==> config.mk <==
export PLATFORM = sky130hd
export DESIGN_NAME = half_float_to_unorm_rgba
export DESIGN_NICKNAME = d
export VERILOG_FILES = /design/src/design/hf2u_pkg.sv /design/src/design/hf2u_chan.sv /design/src/design/hf2u_ctrl.sv /design/src/design/half_float_to_unorm_rgba.sv
export VERILOG_INCLUDE_DIRS = /design/src /design/src/design
export SDC_FILE = /design/constraint.sdc
export NUM_CORES = 2
export LEC_CHECK = 0
export BUFFER_PORTS_ARGS = -buffer_cell sky130_fd_sc_hd__buf_4
export CELL_PAD_IN_SITES_DETAIL_PLACEMENT = 0
export CELL_PAD_IN_SITES_GLOBAL_PLACEMENT = 1
export CORE_ASPECT_RATIO = 1.5
export CORE_MARGIN = 3
export CORE_UTILIZATION = 55
export DETAILED_ROUTE_END_ITERATION = 7
export GPL_TIMING_DRIVEN = 0
export PLACE_DENSITY_LB_ADDON = 0.1
export SLEW_MARGIN = 20
export SYNTH_ARGS = -nofsm -noshare
export SYNTH_HDL_FRONTEND = slang
export SYNTH_SLANG_ARGS = --single-unit
==> constraint.sdc <==
create_clock -name clk -period 28.4 [get_ports clk]
set_input_delay 5.68 -clock clk [delete_from_list [all_inputs] [get_ports clk]]
set_output_delay 5.68 -clock clk [all_outputs]
set_load 0.02 [all_outputs]
==> src/design/assert_macros.svh <==
// Assertion macros shared by the design files.
`ifndef ASSERT_MACROS_SVH
`define ASSERT_MACROS_SVH

// Clocked check that is switched off while reset is asserted.
`define HF2U_ASSERT(name, clk, rst_n, prop, msg) \
  name: assert property (@(posedge clk) disable iff (!rst_n) prop) else $error(msg);

// Clocked check that also holds during reset.
`define HF2U_ASSERT_ALWAYS(name, clk, prop, msg) \
  name: assert property (@(posedge clk) prop) else $error(msg);

`endif

==> src/design/hf2u_pkg.sv <==
package hf2u_pkg;

  // Binary16 layout.
  localparam int unsigned HALF_W  = 16;
  localparam int unsigned MANT_W  = 10;
  localparam int unsigned EXP_W   = 5;
  localparam int unsigned SIG_W   = MANT_W + 1;

  // Datapath widths.
  localparam int unsigned LEVEL_W = 16;
  localparam int unsigned DEPTH_W = 5;
  localparam int unsigned SHIFT_W = 5;
  localparam int unsigned PROD_W  = SIG_W + LEVEL_W;

  // Pixel packing.
  localparam int unsigned NUM_CHAN = 4;
  localparam int unsigned PIX_W    = NUM_CHAN * HALF_W;

  // Exponent codes and shift amounts.
  localparam logic [EXP_W-1:0]   EXP_ALL_ONES  = 5'h1F;
  localparam logic [EXP_W-1:0]   EXP_ZERO      = 5'h00;
  localparam logic [EXP_W-1:0]   EXP_UNITY     = 5'd15;
  localparam logic [SHIFT_W-1:0] SHIFT_BIAS    = 5'd25;
  localparam logic [SHIFT_W-1:0] SUBNORM_SHIFT = 5'd24;

  // Bit depth limits and reset value.
  localparam logic [DEPTH_W-1:0] DEPTH_MIN   = 5'd1;
  localparam logic [DEPTH_W-1:0] DEPTH_MAX   = 5'd16;
  localparam logic [DEPTH_W-1:0] DEPTH_RESET = 5'd10;

  // What a decoded channel turns into.
  typedef enum logic [1:0] {
    KIND_ZERO,
    KIND_FULL,
    KIND_SCALE
  } kind_t;

  // Full scale 2^depth - 1 with the depth held to 1..16.
  function automatic logic [LEVEL_W-1:0] full_scale(input logic [DEPTH_W-1:0] depth);
    logic [DEPTH_W-1:0] d;
    logic [LEVEL_W:0]   ones;
    d = depth;
    if (d < DEPTH_MIN) begin
      d = DEPTH_MIN;
    end
    if (d > DEPTH_MAX) begin
      d = DEPTH_MAX;
    end
    ones = (17'd1 << d) - 17'd1;
    return ones[LEVEL_W-1:0];
  endfunction

endpackage

==> src/design/hf2u_chan.sv <==
`include "assert_macros.svh"

// One channel: decode, multiply by full scale, shift and select.
module hf2u_chan (
  input  logic                          clk,
  input  logic                          rst_n,
  input  logic                          en,
  input  logic [hf2u_pkg::LEVEL_W-1:0]  fs_i,
  input  logic [hf2u_pkg::HALF_W-1:0]   half_i,
  output logic [hf2u_pkg::LEVEL_W-1:0]  level_o
);
  import hf2u_pkg::*;

  logic               sign;
  logic [EXP_W-1:0]   expo;
  logic [MANT_W-1:0]  mant;

  kind_t              s1_kind_nxt, s1_kind_r;
  logic [SIG_W-1:0]   s1_sig_nxt, s1_sig_r;
  logic [SHIFT_W-1:0] s1_shift_nxt, s1_shift_r;

  kind_t              s2_kind_r;
  logic [PROD_W-1:0]  s2_prod_nxt, s2_prod_r;
  logic [SHIFT_W-1:0] s2_shift_r;

  logic [PROD_W-1:0]  shifted;
  logic [LEVEL_W-1:0] level_nxt, level_r;

  assign sign = half_i[HALF_W-1];
  assign expo = half_i[HALF_W-2 -: EXP_W];
  assign mant = half_i[MANT_W-1:0];

  // Stage 1: classify the word. Anything at or above 1.0 saturates, so only
  // values below one go through the multiplier, shifted right by 11 to 24.
  always_comb begin
    s1_kind_nxt  = KIND_SCALE;
    s1_sig_nxt   = {1'b1, mant};
    s1_shift_nxt = SHIFT_BIAS - expo;
    if (expo == EXP_ALL_ONES) begin
      s1_kind_nxt = (mant == '0 && !sign) ? KIND_FULL : KIND_ZERO;
    end else if (sign) begin
      s1_kind_nxt = KIND_ZERO;
    end else if (expo >= EXP_UNITY) begin
      s1_kind_nxt = KIND_FULL;
    end else if (expo == EXP_ZERO) begin
      s1_sig_nxt   = {1'b0, mant};
      s1_shift_nxt = SUBNORM_SHIFT;
    end
  end

  always_ff @(posedge clk) begin
    if (en) begin
      s1_kind_r  <= s1_kind_nxt;
      s1_sig_r   <= s1_sig_nxt;
      s1_shift_r <= s1_shift_nxt;
    end
  end

  // Stage 2: exact product of significand and full scale.
  assign s2_prod_nxt = {{LEVEL_W{1'b0}}, s1_sig_r} * {{SIG_W{1'b0}}, fs_i};

  always_ff @(posedge clk) begin
    if (en) begin
      s2_kind_r  <= s1_kind_r;
      s2_prod_r  <= s2_prod_nxt;
      s2_shift_r <= s1_shift_r;
    end
  end

  // Stage 3: truncate toward zero; a value below one never reaches full scale.
  assign shifted = s2_prod_r >> s2_shift_r;

  always_comb begin
    case (s2_kind_r)
      KIND_FULL:  level_nxt = fs_i;
      KIND_SCALE: level_nxt = shifted[LEVEL_W-1:0];
      default:    level_nxt = '0;
    endcase
  end

  always_ff @(posedge clk) begin
    if (en) begin
      level_r <= level_nxt;
    end
  end

  assign level_o = level_r;

  `HF2U_ASSERT(a_full_lands, clk, rst_n, en && s2_kind_r == KIND_FULL |=> level_r == $past(fs_i), "saturated channel did not reach full scale")
  `HF2U_ASSERT(a_zero_lands, clk, rst_n, en && s2_kind_r == KIND_ZERO |=> level_r == '0, "zeroed channel did not give level zero")

endmodule

==> src/design/hf2u_ctrl.sv <==
`include "assert_macros.svh"

// Valid bits of the three stages and the common advance enable.
module hf2u_ctrl (
  input  logic clk,
  input  logic rst_n,
  input  logic in_valid,
  input  logic out_ready,
  output logic in_ready,
  output logic out_valid,
  output logic en
);
  import hf2u_pkg::*;

  logic s1_vld_r, s2_vld_r, out_vld_r;

  // The pipe moves whenever the output register is empty or being taken.
  assign en        = !out_vld_r || out_ready;
  assign in_ready  = en;
  assign out_valid = out_vld_r;

  always_ff @(posedge clk) begin
    if (!rst_n) begin
      s1_vld_r  <= 1'b0;
      s2_vld_r  <= 1'b0;
      out_vld_r <= 1'b0;
    end else if (en) begin
      s1_vld_r  <= in_valid;
      s2_vld_r  <= s1_vld_r;
      out_vld_r <= s2_vld_r;
    end
  end

  `HF2U_ASSERT(a_stall_holds, clk, rst_n, !en |=> $stable({s1_vld_r, s2_vld_r, out_vld_r}), "stage valid bits moved during a stall")
  `HF2U_ASSERT(a_out_from_s2, clk, rst_n, $rose(out_vld_r) |-> $past(s2_vld_r), "output became valid without an item in stage two")

endmodule

==> src/design/half_float_to_unorm_rgba.sv <==
// Converts one RGBA pixel of four binary16 words per clock, unless the output
// stalls, into unsigned normalized levels of bit_depth bits (1 to 16;
// out-of-range depths are held to that span). Each channel is scaled by
// 2^bit_depth - 1 exactly and truncated toward zero; negatives, zeros and
// NaNs give 0, values at or above one and +infinity give full scale. The
// block takes one pixel every cycle while not stalled, through three register
// stages: decode, an 11 by 16 bit multiply per channel, then shift and select
// into the output register, where the result is presented. When the output
// register is full and not taken, in_tready drops in the same cycle. Write
// bit_depth only while no pixel is in flight.
module half_float_to_unorm_rgba (
  input  logic                         clk,
  input  logic                         rst_n,
  // Configuration: bit_depth.
  input  logic                         cfg_wr_en,
  input  logic [hf2u_pkg::DEPTH_W-1:0] cfg_wr_data,
  // Input: red_half, green_half, blue_half, alpha_half from bit 0 up.
  input  logic                         in_tvalid,
  output logic                         in_tready,
  input  logic [hf2u_pkg::PIX_W-1:0]   in_tdata,
  // Output: red_level, green_level, blue_level, alpha_level from bit 0 up.
  output logic                         out_tvalid,
  input  logic                         out_tready,
  output logic [hf2u_pkg::PIX_W-1:0]   out_tdata
);
  import hf2u_pkg::*;

  logic               en;
  logic [LEVEL_W-1:0] full_scale_r;

  // Full scale is worked out only at reset and when the depth is written.
  always_ff @(posedge clk) begin
    if (!rst_n) begin
      full_scale_r <= full_scale(DEPTH_RESET);
    end else if (cfg_wr_en) begin
      full_scale_r <= full_scale(cfg_wr_data);
    end
  end

  hf2u_ctrl u_ctrl (
    .clk       (clk),
    .rst_n     (rst_n),
    .in_valid  (in_tvalid),
    .out_ready (out_tready),
    .in_ready  (in_tready),
    .out_valid (out_tvalid),
    .en        (en)
  );

  // One datapath per channel, all sharing the same enable.
  for (genvar ch = 0; ch < NUM_CHAN; ch++) begin : g_chan
    hf2u_chan u_chan (
      .clk     (clk),
      .rst_n   (rst_n),
      .en      (en),
      .fs_i    (full_scale_r),
      .half_i  (in_tdata[ch*HALF_W +: HALF_W]),
      .level_o (out_tdata[ch*LEVEL_W +: LEVEL_W])
    );
  end

endmodule

==> Yosys cells after proc, flatten, opt, wreduce, memory -nomap -nowiden <==
Cells that the tools add are included.
Widths: inputs -> output; s select.
{ "classes": {"addsub": 5, "n_mul": 4, "magnitude_cmp": 6, "n_eq_ne": 12, "shift": 5, "muxes": 58, "n_reduce_logical": 22} }
{ "ops": {"columns": ["cell", "n"], "rows": [
  ["$pmux 16 s2", 4],
  ["$mux 10", 12],
  ["$mux 5", 22],
  ["$mul 11x16->27", 4],
  ["$shr 27x5->16", 4],
  ["$mux 11", 4],
  ["$logic_not 10->1", 4],
  ["$mux 2", 12],
  ["$eq 5x5->1 const B", 4],
  ["$ge 5x4->1 const B", 4],
  ["$logic_not 5->1", 4],
  ["$sub 5x5->5 const A", 4],
  ["$shl 1x5->16 const A", 1],
  ["$sub 16x1->16 const B", 1],
  ["$reduce_or 3->1", 4],
  ["$eq 2x1->1 const B", 4],
  ["$eq 2x2->1 const B", 4],
  ["$gt 5x5->1 const B", 1],
  ["$logic_not 1->1", 5],
  ["$lt 5x1->1 const B", 1],
  ["$logic_and 1x1->1", 4],
  ["$mux 1", 4],
  ["$logic_or 1x1->1", 1]
]} }
{ "word_totals": {"reg_bits": 291, "output_inout_bits": 66, "word_cells": 148} }

==> Logic depth before layout (Yosys ltp) <==
{ "logic_depth": {"word_depth": 10, "depth_mapped": 24} }

==> Hierarchy <==
A second synthesis with hierarchy kept.
{ "hier_totals": {"hier_cells": 4012, "hier_area_um2": 38508.2} }
{ "by_module_without_submodules": {"columns": ["module", "n_inst", "cells_each", "area_each_um2"], "rows": [
  ["hf2u_chan at g_chan[2].u_chan", 1, 980, 9450.3],
  ["hf2u_chan at g_chan[3].u_chan", 1, 968, 9391.5],
  ["hf2u_chan at g_chan[0].u_chan", 1, 987, 9386.5],
  ["hf2u_chan at g_chan[1].u_chan", 1, 962, 9267.6],
  ["half_float_to_unorm_rgba", 1, 103, 888.4],
  ["hf2u_ctrl", 1, 12, 123.9]
]} }

==> Worst setup path before layout <==
No wires, ideal clock.
{ "synth_timing": {"kind": "input -> output", "start": "input port out_tready", "end": "output port in_tready", "arrival_time_ns": 11.149, "path_slack_ns": 11.571, "path_stages": 2, "n_path_buf": 0, "cell_sequence": "nor2b_1 > inv_1"} }
{ "synth_via": {"elab_chain_cells": 1} }
{ "synth_rtl": {"columns": ["element", "line_no", "text"], "rows": [
  ["start, declared", "half_float_to_unorm_rgba.sv:23", "input logic out_tready,"],
  ["$logic_or 1x1->1", "hf2u_ctrl.sv:18", "assign en = !out_vld_r || out_ready;"],
  ["end, declared", "half_float_to_unorm_rgba.sv:19", "output logic in_tready,"]
]} }
Every way passes these cells.

==> Worst setup path after layout <==
Same ends and word-level chain as after synthesis.

==> summary by stage <==
Place
Summed over all nets, the half-perimeter wirelength after detailed placement is 90100 µm. In this run, placement finished with an instance count of 4941. The count of buffers inserted at the top-level ports is 137. At the end of routability-driven placement, the weighted congestion stood at 0.922.

Once placement finished, the instance area stood at 39600 µm². The worst setup slack after placement is 15520 ps.

Yosys
Counting flops with a built-in enable in the synthesized netlist gives 272. A synthesized cell averages 9.54 µm². The share of synthesized area in the top cell type comes to 0.268. The count of cell types in the netlist is 72.

The synthesis warning total is 0. The net count after synthesis is 4768. Among all cell types in the netlist, the one instantiated most often is inv_1.

The predominant post-synthesis flop cell is edfxtp_1. The commonest cells after synthesis are inv_1, nand2_1, fa_1. For this run, the register share of the synthesized area comes to 0.229. The dominant cell type by area after synthesis is fa_1. The cell area that synthesis handed to floorplanning was 37400 µm².

The cell count after synthesis came out at 3917. Synthesis inferred 291 register bits. After synthesis, the cell types taking the most area are fa_1, edfxtp_1, ha_1.

In the synthesized netlist the async set-or-reset flop fraction comes to 0.

Outcome
The flow ran to the end, and the final reports show no timing, DRC or antenna violations.

Cells and area
Of the cells placed in the final design, the portion with a size suffix greater than 1 is 0.0773. The core occupancy in the finished layout is 0.607. Relative to the synthesized area, the layout overhead comes to 8.84%. The number of fill cells is 6017. The final design instance area without fill is 40700 µm². For this run, the post-layout net count is 4940.

The final standard cell count with taps included and fillers excluded is 5001.

STA
The transition at the pin with the smallest max-transition slack is 1210 ps. The worst hold slack is 415 ps. Setup slack closes at 15500 ps. The clock skew after layout is 27.1 ps. Setup repair after global routing left no endpoint under its margin. Based on the critical path, the design can be clocked at up to 77.5 MHz. The total count of hold-check failures in the final report is 0. The max-slew violation count is 0. Headroom to the max-slew limit came out at 0.190. The minimum clock period is 12900 ps. In the finished design, the share of the clock period the worst path needs comes to 0.454.

Setup violations remaining at the end of the flow were counted as 0. The summed negative setup slack over all endpoints is 0 ps.

Critical path
The critical path's slowest cell is nor2b_1. The depth of the worst register-to-register path is 21. The critical path is of the in2out type. The worst setup slack for register-to-register paths is 20650 ps.

STA classifies the critical path endpoint as a primary output. The data required time of the critical path is 22720 ps. Traced cell by cell, the critical path runs through buf_4 -> nor2b_1 -> inv_8 -> buf_16 -> buf_4.

In this run the critical register-to-register path is captured at g_chan[1].u_chan.s2_prod_r[26]$_DFFE_PP_. Of all nets on the critical path, the largest fanout is 86. Among the stages of the critical path, the cell type that occurs most often is buf_4. The startpoint identified for the worst register-to-register timing path is full_scale_r[5]$_SDFFE_PN1P_.

The arrival time at the worst endpoint is 7220 ps. The biggest cell delay along the critical path is 420 ps. The worst setup path is launched from an input pin.

CTS
The post-cts hold buffer count is 0. The maximum clock path buffer count is 3. The number of sinks handled by clock tree synthesis is 291. The CTS buffer count is 31.

The H-tree level count is 1. Post-CTS repair changed the size of 0 cells. For the worst-skew pair, the clock arrives at the later sink with an insertion delay of 650 ps. The CTS tree is built. Clock tree synthesis selected as its root buffer the cell clkbuf_16. Clock-pin slew was measured on the worst setup and hold paths at 60 ps. Once the clock tree was built, the setup fixing pass inserted 0 buffers.

Routing
The initial detailed-routing violation count is 2104. The number of DRC violations after detailed routing is 0. Before antenna repair, the detailed router went through 8 iterations. The total via count after detailed routing is 28800. The count of nets left with antenna violations once routing finished came out at 0. The total routed wirelength is 115000 µm. Dividing the detail-routed via count by the number of cells gives 5.77. The routed wirelength normalized by instance count is 22.9 µm.

Job
Across the run, the number of max-cap violations was 0.

Floorplan
Measured along the y axis, the die boundary spans 325 µm. The total number of placement rows is 116. Measured along the x axis, the die boundary spans 219 µm. The effective utilization at floorplan is 0.558. The core box area is 67100 µm². The total I/O pin count is 140. The die area is 71200 µm².

Global routing
The overall fraction of global-route tracks in use is 0.329. The total congestion overflow is 0. The maximum number of pins on one net before global-route repair is 107. The first global-routing pass estimated 177000 µm of wire. The initial antenna violation count is 14. The number of global-route vias before repair is 30300.

Min path
The path class of the lowest-slack min-delay path is reg2reg. The worst hold path was traced through 0 stages. The path with the worst hold slack has its endpoint at g_chan[2].u_chan.s2_shift_r[1]$_DFFE_PP_. The worst hold path begins at g_chan[2].u_chan.s1_shift_r[1]$_DFFE_PP_.

Power and ir drop
The peak supply drop is 0.436 mV. In this run the static leakage power is 18.9 nW. The cell area power density is 130 nW/µm². The sum of internal, switching and leakage power is 5.29 mW.
[power by group]
group / internal, mW / total, mW / switching [mW]
clock network: 0.241 / 0.430 / 0.189
registers: 0.775 / 0.853 / 0.0783
logic: 1.70 / 4.00 / 2.31
total: 2.71 / 5.29 / 2.57
[worst max-delay path by stage]
stage                     startpoint         to  slack, ps
after global routing      out_tready  in_tready      15410
after CTS                 out_tready  in_tready      15520
final                     out_tready  in_tready      15500
after detailed placement  out_tready  in_tready      15520
after global placement    out_tready  in_tready       8680
after floorplan           out_tready  in_tready      11570
[placed cells by master (no fill, tap or decap), types with 19 or more instances in the layout]
master,synthesis,routed
nand2b_1,19,19
edfxtp_1,272,272
a21o_1,28,28
and2_1,371,371
inv_1,614,613
fa_1,500,500
nor2b_1,46,46
clkbuf_1,183,172
a211oi_1,53,53
nor3_1,26,26
mux2_2,39,39
o21ai_0,124,124
nor2_1,171,171
ha_1,277,277
a21oi_1,165,165
nand2_1,524,524
mux4_2,37,37
nand3_1,22,22
buf_4,0,137
dfxtp_1,19,19
xor2_1,19,19
xnor2_1,76,76
clkbuf_16,0,31
a22oi_1,27,27
a222oi_1,22,22
mux2i_1,77,77
[registers in the layout, summed over array words and instances, names as in the netlist]
register / count
g_chan.u_chan.s2_shift_r: 20
g_chan.u_chan.s1_sig_r: 44
g_chan.u_chan.s2_prod_r: 108
u_ctrl.out_valid: 1
g_chan.u_chan.level_o: 64
g_chan.u_chan.s1_kind_r: 8
u_ctrl.s1_vld_r: 1
u_ctrl.s2_vld_r: 1
g_chan.u_chan.s1_shift_r: 20
full_scale_r: 16
g_chan.u_chan.s2_kind_r: 8
[layout make-up]
type	count	area, µm²	area share
Multi-Input combinational cell	2792	25700	0.631
Sequential cell	291	8550	0.210
Inverter	618	2330	0.0572
Tap cell	885	1110	0.0272
Timing Repair Buffer	139	1080	0.0266
Buffer	216	851	0.0209
Clock buffer	35	791	0.0194
Clock inverter	23	290	0.00713
Antenna cell	2	5.00	0.000123
[metal layers]
layer  track usage  vias up  wire, µm
li1              -    13000         -
met1         0.371    14300     39800
met2         0.583     1062     58300
met3        0.0545      395      8030
met4         0.187       10      8430
met5             0        -        72
[worst max-delay path: cells and delay by family]
kind / cells / cell delay, ps
buffers and inverters: 4 / 1000
AND/OR/NAND/NOR: 1 / 420
[cell families after synthesis]
kind of cell	synth area share
buffers and inverters	0.0843
and+or+nand+nor	0.158
muxes	0.0547
adders and majority gates	0.360
other	0.000100
AOI/OAI and AO/OA	0.0913
xor gates and xnor gates	0.0223
DFF	0.229
Note: power is estimated with default switching activity, not from simulation.
